==> src/lmfb_pkg.sv <==
// Shared types and constants for the LED matrix frame buffer.
// No dependencies; used by led_matrix_frame_buffer_unit.
package lmfb_pkg;

  localparam int NUM_CHIPS_DEF    = 4;
  localparam int CHIPS_ACROSS_DEF = 2;
  localparam int CHIP_SIDE        = 8;
  localparam int ROW_W            = 3;

  localparam logic [1:0] CMD_SET_PIXEL = 2'd0;
  localparam logic [1:0] CMD_CLEAR     = 2'd1;
  localparam logic [1:0] CMD_REFRESH   = 2'd2;

  typedef struct packed {
    logic [1:0] cmd;
    logic [4:0] pos_x;
    logic [4:0] pos_y;
    logic       pixel_on;
  } in_t;

  typedef struct packed {
    logic [3:0] digit_register;
    logic [7:0] row_data;
    logic [3:0] chain_slot;
    logic       end_of_row_group;
    logic       last;
  } out_t;

  typedef enum logic [2:0] {
    ST_IDLE  = 3'b001,
    ST_PIXEL = 3'b010,
    ST_SCAN  = 3'b100
  } state_t;

endpackage

==> src/led_matrix_frame_buffer_unit.sv <==
// Top level of the LED matrix frame buffer: pixel store plus row scan-out.
// Depends on lmfb_pkg and lmfb_ram.
//
// Usage
//   A request is taken at a clock edge where start is high and busy is low.
//   cmd set pixel: maps (pos_x, pos_y) to chip, row and bit and sets or
//     clears that bit; off-grid pixels and unused cmd codes are dropped.
//     A pixel request holds busy for one cycle (read, then modify-write),
//     so the next request is taken only once the write is done.
//   cmd refresh: emits NUM_CHIPS*8 driver commands, one per cycle, row 0
//     first and, within a row, the last chip in the chain first. The first
//     result follows the state and store read registers; busy stays high
//     until the last entry is read through the store's single read port.
//   cmd clear: zeroes the store at once, then refreshes as above.
//   Results: result_strobe is high for exactly one cycle per command, with
//   the command on result; the receiver cannot stall, so the sequence runs
//   at full rate. A new request may be taken in the cycle the final result
//   is shown.
//   Reset (rst, synchronous) returns the sequencer to idle and clears the
//   per-entry valid flags, so the whole store reads as zero at once; no
//   clearing pass is needed.
module led_matrix_frame_buffer_unit #(
  parameter int NUM_CHIPS    = lmfb_pkg::NUM_CHIPS_DEF,
  parameter int CHIPS_ACROSS = lmfb_pkg::CHIPS_ACROSS_DEF
) (
  input  logic          clk,
  input  logic          rst,
  input  logic          start,
  output logic          busy,
  input  lmfb_pkg::in_t request,
  output lmfb_pkg::out_t result,
  output logic          result_strobe
);

  localparam int CHIP_W = $clog2(NUM_CHIPS);
  localparam int ADDR_W = CHIP_W + lmfb_pkg::ROW_W;
  localparam int DEPTH  = NUM_CHIPS * lmfb_pkg::CHIP_SIDE;
  localparam int GRID_W = CHIPS_ACROSS * lmfb_pkg::CHIP_SIDE;
  localparam int GRID_H = (NUM_CHIPS / CHIPS_ACROSS) * lmfb_pkg::CHIP_SIDE;
  localparam logic [CHIP_W-1:0] LAST_SLOT = CHIP_W'(NUM_CHIPS - 1);
  localparam logic [lmfb_pkg::ROW_W-1:0] LAST_ROW = '1;

  lmfb_pkg::state_t state, state_next;

  // Store: one byte per chip row, entry chip*8 + row. Valid flags give
  // zero for entries not written since reset or the last clear.
  logic [DEPTH-1:0]  valid;
  logic              ram_we;
  logic [ADDR_W-1:0] ram_waddr;
  logic [7:0]        ram_wdata;
  logic [ADDR_W-1:0] ram_raddr;
  logic [7:0]        ram_rdata;

  // Pixel read-modify-write stage.
  logic [ADDR_W-1:0]          pix_addr;
  logic [lmfb_pkg::ROW_W-1:0] pix_bit;
  logic                       pix_on;
  logic                       pix_hit;

  // Scan counters and the read-to-output stage.
  logic [lmfb_pkg::ROW_W-1:0] scan_row;
  logic [CHIP_W-1:0]          scan_slot;
  logic                       pend;
  logic                       pend_hit;
  logic [lmfb_pkg::ROW_W-1:0] pend_row;
  logic [CHIP_W-1:0]          pend_slot;

  logic              accept;
  logic              in_grid;
  logic [4:0]        chip_full;
  logic [ADDR_W-1:0] req_addr;
  logic [ADDR_W-1:0] scan_addr;
  logic [CHIP_W-1:0] scan_chip;
  logic [7:0]        old_byte;
  logic [7:0]        bit_mask;
  logic              scan_end;

  assign busy   = (state != lmfb_pkg::ST_IDLE);
  assign accept = start && !busy;

  // Pixel address decode: chip = (y/8)*across + x/8, row = y%8.
  // Grid height can reach 128, so the bounds are compared at 8 bits.
  assign in_grid   = ({3'b000, request.pos_x} < 8'(GRID_W)) &&
                     ({3'b000, request.pos_y} < 8'(GRID_H));
  assign chip_full = {3'b000, request.pos_y[4:3]} * 5'(CHIPS_ACROSS) +
                     {3'b000, request.pos_x[4:3]};
  assign req_addr  = {chip_full[CHIP_W-1:0], request.pos_y[2:0]};

  // Scan order: slot 0 is the last chip in the chain.
  assign scan_chip = LAST_SLOT - scan_slot;
  assign scan_addr = {scan_chip, scan_row};
  assign scan_end  = (scan_slot == LAST_SLOT) && (scan_row == LAST_ROW);

  assign ram_raddr = (state == lmfb_pkg::ST_SCAN) ? scan_addr : req_addr;

  assign old_byte  = pix_hit ? ram_rdata : 8'h00;
  assign bit_mask  = 8'h01 << pix_bit;
  assign ram_we    = (state == lmfb_pkg::ST_PIXEL);
  assign ram_waddr = pix_addr;
  assign ram_wdata = pix_on ? (old_byte | bit_mask) : (old_byte & ~bit_mask);

  lmfb_ram #(
    .WIDTH(8),
    .DEPTH(DEPTH)
  ) u_store (
    .clk  (clk),
    .we   (ram_we),
    .waddr(ram_waddr),
    .wdata(ram_wdata),
    .raddr(ram_raddr),
    .rdata(ram_rdata)
  );

  always_comb begin
    state_next = state;
    unique case (state)
      lmfb_pkg::ST_IDLE: begin
        if (accept) begin
          if (request.cmd == lmfb_pkg::CMD_SET_PIXEL && in_grid) begin
            state_next = lmfb_pkg::ST_PIXEL;
          end else if (request.cmd == lmfb_pkg::CMD_CLEAR ||
                       request.cmd == lmfb_pkg::CMD_REFRESH) begin
            state_next = lmfb_pkg::ST_SCAN;
          end
        end
      end
      lmfb_pkg::ST_PIXEL: begin
        state_next = lmfb_pkg::ST_IDLE;
      end
      lmfb_pkg::ST_SCAN: begin
        if (scan_end) begin
          state_next = lmfb_pkg::ST_IDLE;
        end
      end
      default: begin
        state_next = lmfb_pkg::ST_IDLE;
      end
    endcase
  end

  always_ff @(posedge clk) begin
    if (rst) begin
      state     <= lmfb_pkg::ST_IDLE;
      valid     <= '0;
      pend      <= 1'b0;
      scan_row  <= '0;
      scan_slot <= '0;
    end else begin
      state <= state_next;
      pend  <= (state == lmfb_pkg::ST_SCAN);
      if (accept && request.cmd == lmfb_pkg::CMD_CLEAR) begin
        valid <= '0;
      end else if (state == lmfb_pkg::ST_PIXEL) begin
        valid[pix_addr] <= 1'b1;
      end
      if (state == lmfb_pkg::ST_SCAN) begin
        if (scan_slot == LAST_SLOT) begin
          scan_slot <= '0;
          scan_row  <= scan_row + 1'b1;
        end else begin
          scan_slot <= scan_slot + 1'b1;
        end
      end
    end
  end

  // Payload registers, no reset needed.
  always_ff @(posedge clk) begin
    if (accept) begin
      pix_addr <= req_addr;
      pix_bit  <= request.pos_x[2:0];
      pix_on   <= request.pixel_on;
      pix_hit  <= valid[req_addr];
    end
    pend_hit  <= valid[scan_addr];
    pend_row  <= scan_row;
    pend_slot <= scan_slot;
  end

  // Output stage: read data arrives in the cycle after the scan address.
  assign result_strobe           = pend;
  assign result.digit_register   = {1'b0, pend_row} + 4'd1;
  assign result.row_data         = pend_hit ? ram_rdata : 8'h00;
  assign result.chain_slot       = 4'(pend_slot);
  assign result.end_of_row_group = (pend_slot == LAST_SLOT);
  assign result.last             = (pend_slot == LAST_SLOT) && (pend_row == LAST_ROW);

endmodule

==> src/lmfb_ram.sv <==
// Generic single-write, single-read RAM with registered read data.
// No dependencies.
module lmfb_ram #(
  parameter int WIDTH = 8,
  parameter int DEPTH = 32
) (
  input  logic                     clk,
  input  logic                     we,
  input  logic [$clog2(DEPTH)-1:0] waddr,
  input  logic [WIDTH-1:0]         wdata,
  input  logic [$clog2(DEPTH)-1:0] raddr,
  output logic [WIDTH-1:0]         rdata
);

  logic [WIDTH-1:0] mem [DEPTH];

  always_ff @(posedge clk) begin
    if (we) begin
      mem[waddr] <= wdata;
    end
    rdata <= mem[raddr];
  end

endmodule
==> config.mk <==
export PLATFORM = sky130hd
export DESIGN_NAME = led_matrix_frame_buffer_unit
export DESIGN_NICKNAME = d
export VERILOG_FILES = /design/src/lmfb_pkg.sv /design/src/led_matrix_frame_buffer_unit.sv /design/src/lmfb_ram.sv
export SDC_FILE = /design/constraint.sdc
export NUM_CORES = 1
export LEC_CHECK = 0
export BUFFER_PORTS_ARGS = -buffer_cell sky130_fd_sc_hd__buf_2
export CORE_MARGIN = 5
export CORE_UTILIZATION = 50
export CTS_BUF_LIST = sky130_fd_sc_hd__clkbuf_16
export DETAILED_ROUTE_END_ITERATION = 12
export GPL_TIMING_DRIVEN = 0
export PLACE_DENSITY = 0.66
export SLEW_MARGIN = 20
export SYNTH_ARGS = -nofsm -noshare
export SYNTH_HDL_FRONTEND = slang
export SYNTH_SLANG_ARGS = --single-unit
==> constraint.sdc <==
create_clock -name clk -period 6.1 [get_ports clk]
set_clock_uncertainty 0.15 [all_clocks]
set_input_delay 0.61 -clock clk [delete_from_list [all_inputs] [get_ports clk]]
set_output_delay 0.61 -clock clk [all_outputs]
set_load 0.01 [all_outputs]
==> metrics <==
worst hold-check slack 0.116 ns; worst setup path startpoint scan_row[1]; number of endpoints with negative hold slack in the final report 0; count of cells along the worst register-to-register path 8; Clk pin slew, worst setup/hold paths 0.06 ns; count of unique library cells instantiated by Yosys 57; Commonest cells post-synth sky130_fd_sc_hd__edfxtp_1, sky130_fd_sc_hd__mux2i_1, sky130_fd_sc_hd__nand2_1, sky130_fd_sc_hd__nand3_1, sky130_fd_sc_hd__dfxtp_1; area taken by flip-flops and latches 0.00909 mm^2; count of vias placed by the detailed router 8933; Clk Latency, worst-skew pair 0.53 ns; RR Endpoint u_store.rdata[3]; setup repair bufs after CTS 0; critical path depth 8; residual overflow from global routing 0; number of cells upsized or downsized after cts 0; pin count of the biggest net entering global routing 25; number of non-filler instances in the completed layout 1476; cell row count 61; cell type with the highest aggregate area in the netlist sky130_fd_sc_hd__edfxtp_1; initial detailed-routing violation count 1066; via-per-instance ratio 6.05; number of diodes added for antenna fixing 0; wire length of the first global-routing pass 54300 um; antenna violations before repair 0; overall track demand over capacity in global routing 23.4%; standard cell core area 0.0276 mm^2; Worst-Margin Slew 1.05 ns; CTS root buf sky130_fd_sc_hd__clkbuf_16; post-synthesis async set-or-reset flop share 0%; outcome finished, final reports clean; Nets 1095; average cell area after synthesis about 14 um^2; number of top-level pins 36; ordered list of cells on the worst path clkbuf_1 -> buf_2 -> clkbuf_1 -> clkbuf_1 -> a211oi_1 -> a211oi_1 -> nor3_1 -> nor4_1; RSZ-0062 raised after global routing false; final worst-path setup slack 2.61 ns; switching part of the total a little under a quarter; area grow syn2layout 14.5%; critical path's top delay family buffers and inverters; total detailed-routing wirelength 36500 um; footprint of the multi-input gates ~0.0046 mm^2; Chip Height 177 um; number of pins exceeding their max-slew limit in the final report 0; ratio of cells with drive above 1 in the final layout 15.5%; CTS Sinks about 320; total of buffers placed on input and output ports 32; vias in the first global route 8636; primary flip-flop cell chosen by synthesis mapping sky130_fd_sc_hd__edfxtp_1; post-synthesis cell area 0.0139 mm^2; first drt pass iteration count 5; startpoint of the most critical hold path request[0]; final routed DRC violation total 0; dpl cells 1413; Yosys Warn Count 0; H-Tree Depth 2; capture point of the critical path u_store.rdata[3]; Max Fanout on Critical Path 10; top post-synthesis cells by area sky130_fd_sc_hd__edfxtp_1, sky130_fd_sc_hd__dfxtp_1, sky130_fd_sc_hd__mux2i_1; max-slew headroom at the worst pin 29.9%; class of the most critical setup path flop to flop; cell with the largest stage delay on the worst path sky130_fd_sc_hd__clkbuf_1; post-synth top area share 57.5%; sequential group share of total power 50.8%; Clock Power Share 41.5%; number of buffers added to fix hold violations after cts 0; combinational cell fraction of total power 7.7%; die area 0.0312 mm^2; final number of setup-violating endpoints 0; Achievable Freq 0.286 GHz; max-capacitance violation count 0; post-placement setup slack 2.56 ns; Req. time, crit path 6.33 ns; data arrival time of the worst path 3.72 ns; final-layout setup total negative slack 0 ns; register bit count reported by yosys 321; Most Frequent Cell on Critical Path sky130_fd_sc_hd__clkbuf_1; category of the worst setup path launch point flop; initial core utilization 50.3%; fillers about 2.2k; TritonCTS clock tree yes; sequential area share after synthesis 65.4%; synthesized instance count about 1000; die boundary width 177 um; peak supply drop ~0.14 mV; post-route ant nets 0; Max stage delay on crit path 0.61 ns; Leakage 5.64 nW; buffer levels on the longest clock path 3; Net Sw Power 0.00110 W; kind of end point of the critical path flop; Internal 0.00371 W; buffers and inverters on the worst path 4; reg2reg start scan_row[1]; sum of net half-perimeters after detailed placement 25100 um; EDFF count, synth 266; share of the clock period used by the worst path a little under three fifths; post-detailed-route wirelength per cell roughly 25 um; Final Critical Period 3.49 ns; power per cell area 303 mW/mm^2; reg2reg setup slack about 2.6 ns; routability congestion estimate from global placement 0.886; number of clock buffers inserted by TritonCTS 35; library cell with the highest instance count after synthesis sky130_fd_sc_hd__edfxtp_1; path type of the worst min-delay path input pin to flop
## metal layers
layer / GRT usage [%] / routed length (um)
met2: 36.7 / 16900
met5: 0 / 0
met1: 33.2 / 15400
met4: 8.19 / 1200
met3: 4.32 / 2920
## worst min path at each step
stage                  endpoint  slack, ns  depth (start not counted)
floorplan           pend_row[1]       0.20                          0
global placement    pend_row[1]       0.22                          0
detailed placement  pend_row[1]       0.22                          0
CTS                      pix_on       0.11                          1
global route             pix_on       0.11                          1
finish                   pix_on       0.12                          1
## cell usage in the layout, fill, tap and decap left out, types with 21 or more instances in the layout
cell,n
sky130_fd_sc_hd__mux2i_1,108
sky130_fd_sc_hd__nor2_1,52
sky130_fd_sc_hd__clkbuf_1,30
sky130_fd_sc_hd__o21a_1,32
sky130_fd_sc_hd__nand2_1,86
sky130_fd_sc_hd__a22o_1,24
sky130_fd_sc_hd__edfxtp_1,266
sky130_fd_sc_hd__dfxtp_1,55
sky130_fd_sc_hd__mux4_2,26
sky130_fd_sc_hd__buf_2,50
sky130_fd_sc_hd__clkbuf_16,36
sky130_fd_sc_hd__nand3_1,61
sky130_fd_sc_hd__a21oi_1,37
sky130_fd_sc_hd__inv_1,21
## through the flow
step                      total power (W)  cell area [um^2]  util, %
after floorplan                   0.00268             13900        -
after CTS                         0.00482             15900     57.5
final                             0.00481             15900     57.5
after detailed placement          0.00286             14800     53.6
after global placement            0.00282             14500     52.6
after global routing              0.00495             15900     57.5
## cell type report
cell class / instances / share of cell area, %
buffer: 63 / 1.90
tap: 378 / 2.97
timing repair buffer: 40 / 2.23
multi-input combinational: 601 / 28.7
inverter: 10 / 0.236
clock buffer: 36 / 5.67
clock inverter: 27 / 1.13
sequential: 321 / 57.2
## cell families after synthesis
kind of cell,synth area share [%]
flip-flops,65.4
AO/OA/AOI/OAI,9.14
XOR/XNOR,0.126
other,0.0270
AND/OR/NAND/NOR,9.03
multiplexers,13.2
buffers and inverters,2.44
adder cells (fa/ha/maj),0.631
## flip-flops by register name (all words and copies together) (netlist names), 2 cells and up
name           count
pend_row           3
pend_slot          2
pix_addr           5
pix_bit            3
scan_row           3
scan_slot          2
state              3
u_store.mem      256
u_store.rdata      8
valid             32
## power by group through the flow
stage | Combinational [W] | Clock [W] | Sequential [W]
floorplan | 0.000191 | 0 | 0.00249
detailed placement | 0.000365 | 0 | 0.00249
finish | 0.000370 | 0.00199 | 0.00245
global route | 0.000393 | 0.00211 | 0.00245
global placement | 0.000310 | 0 | 0.00251
CTS | 0.000366 | 0.00201 | 0.00244
Power figures use the tool's default switching activity.
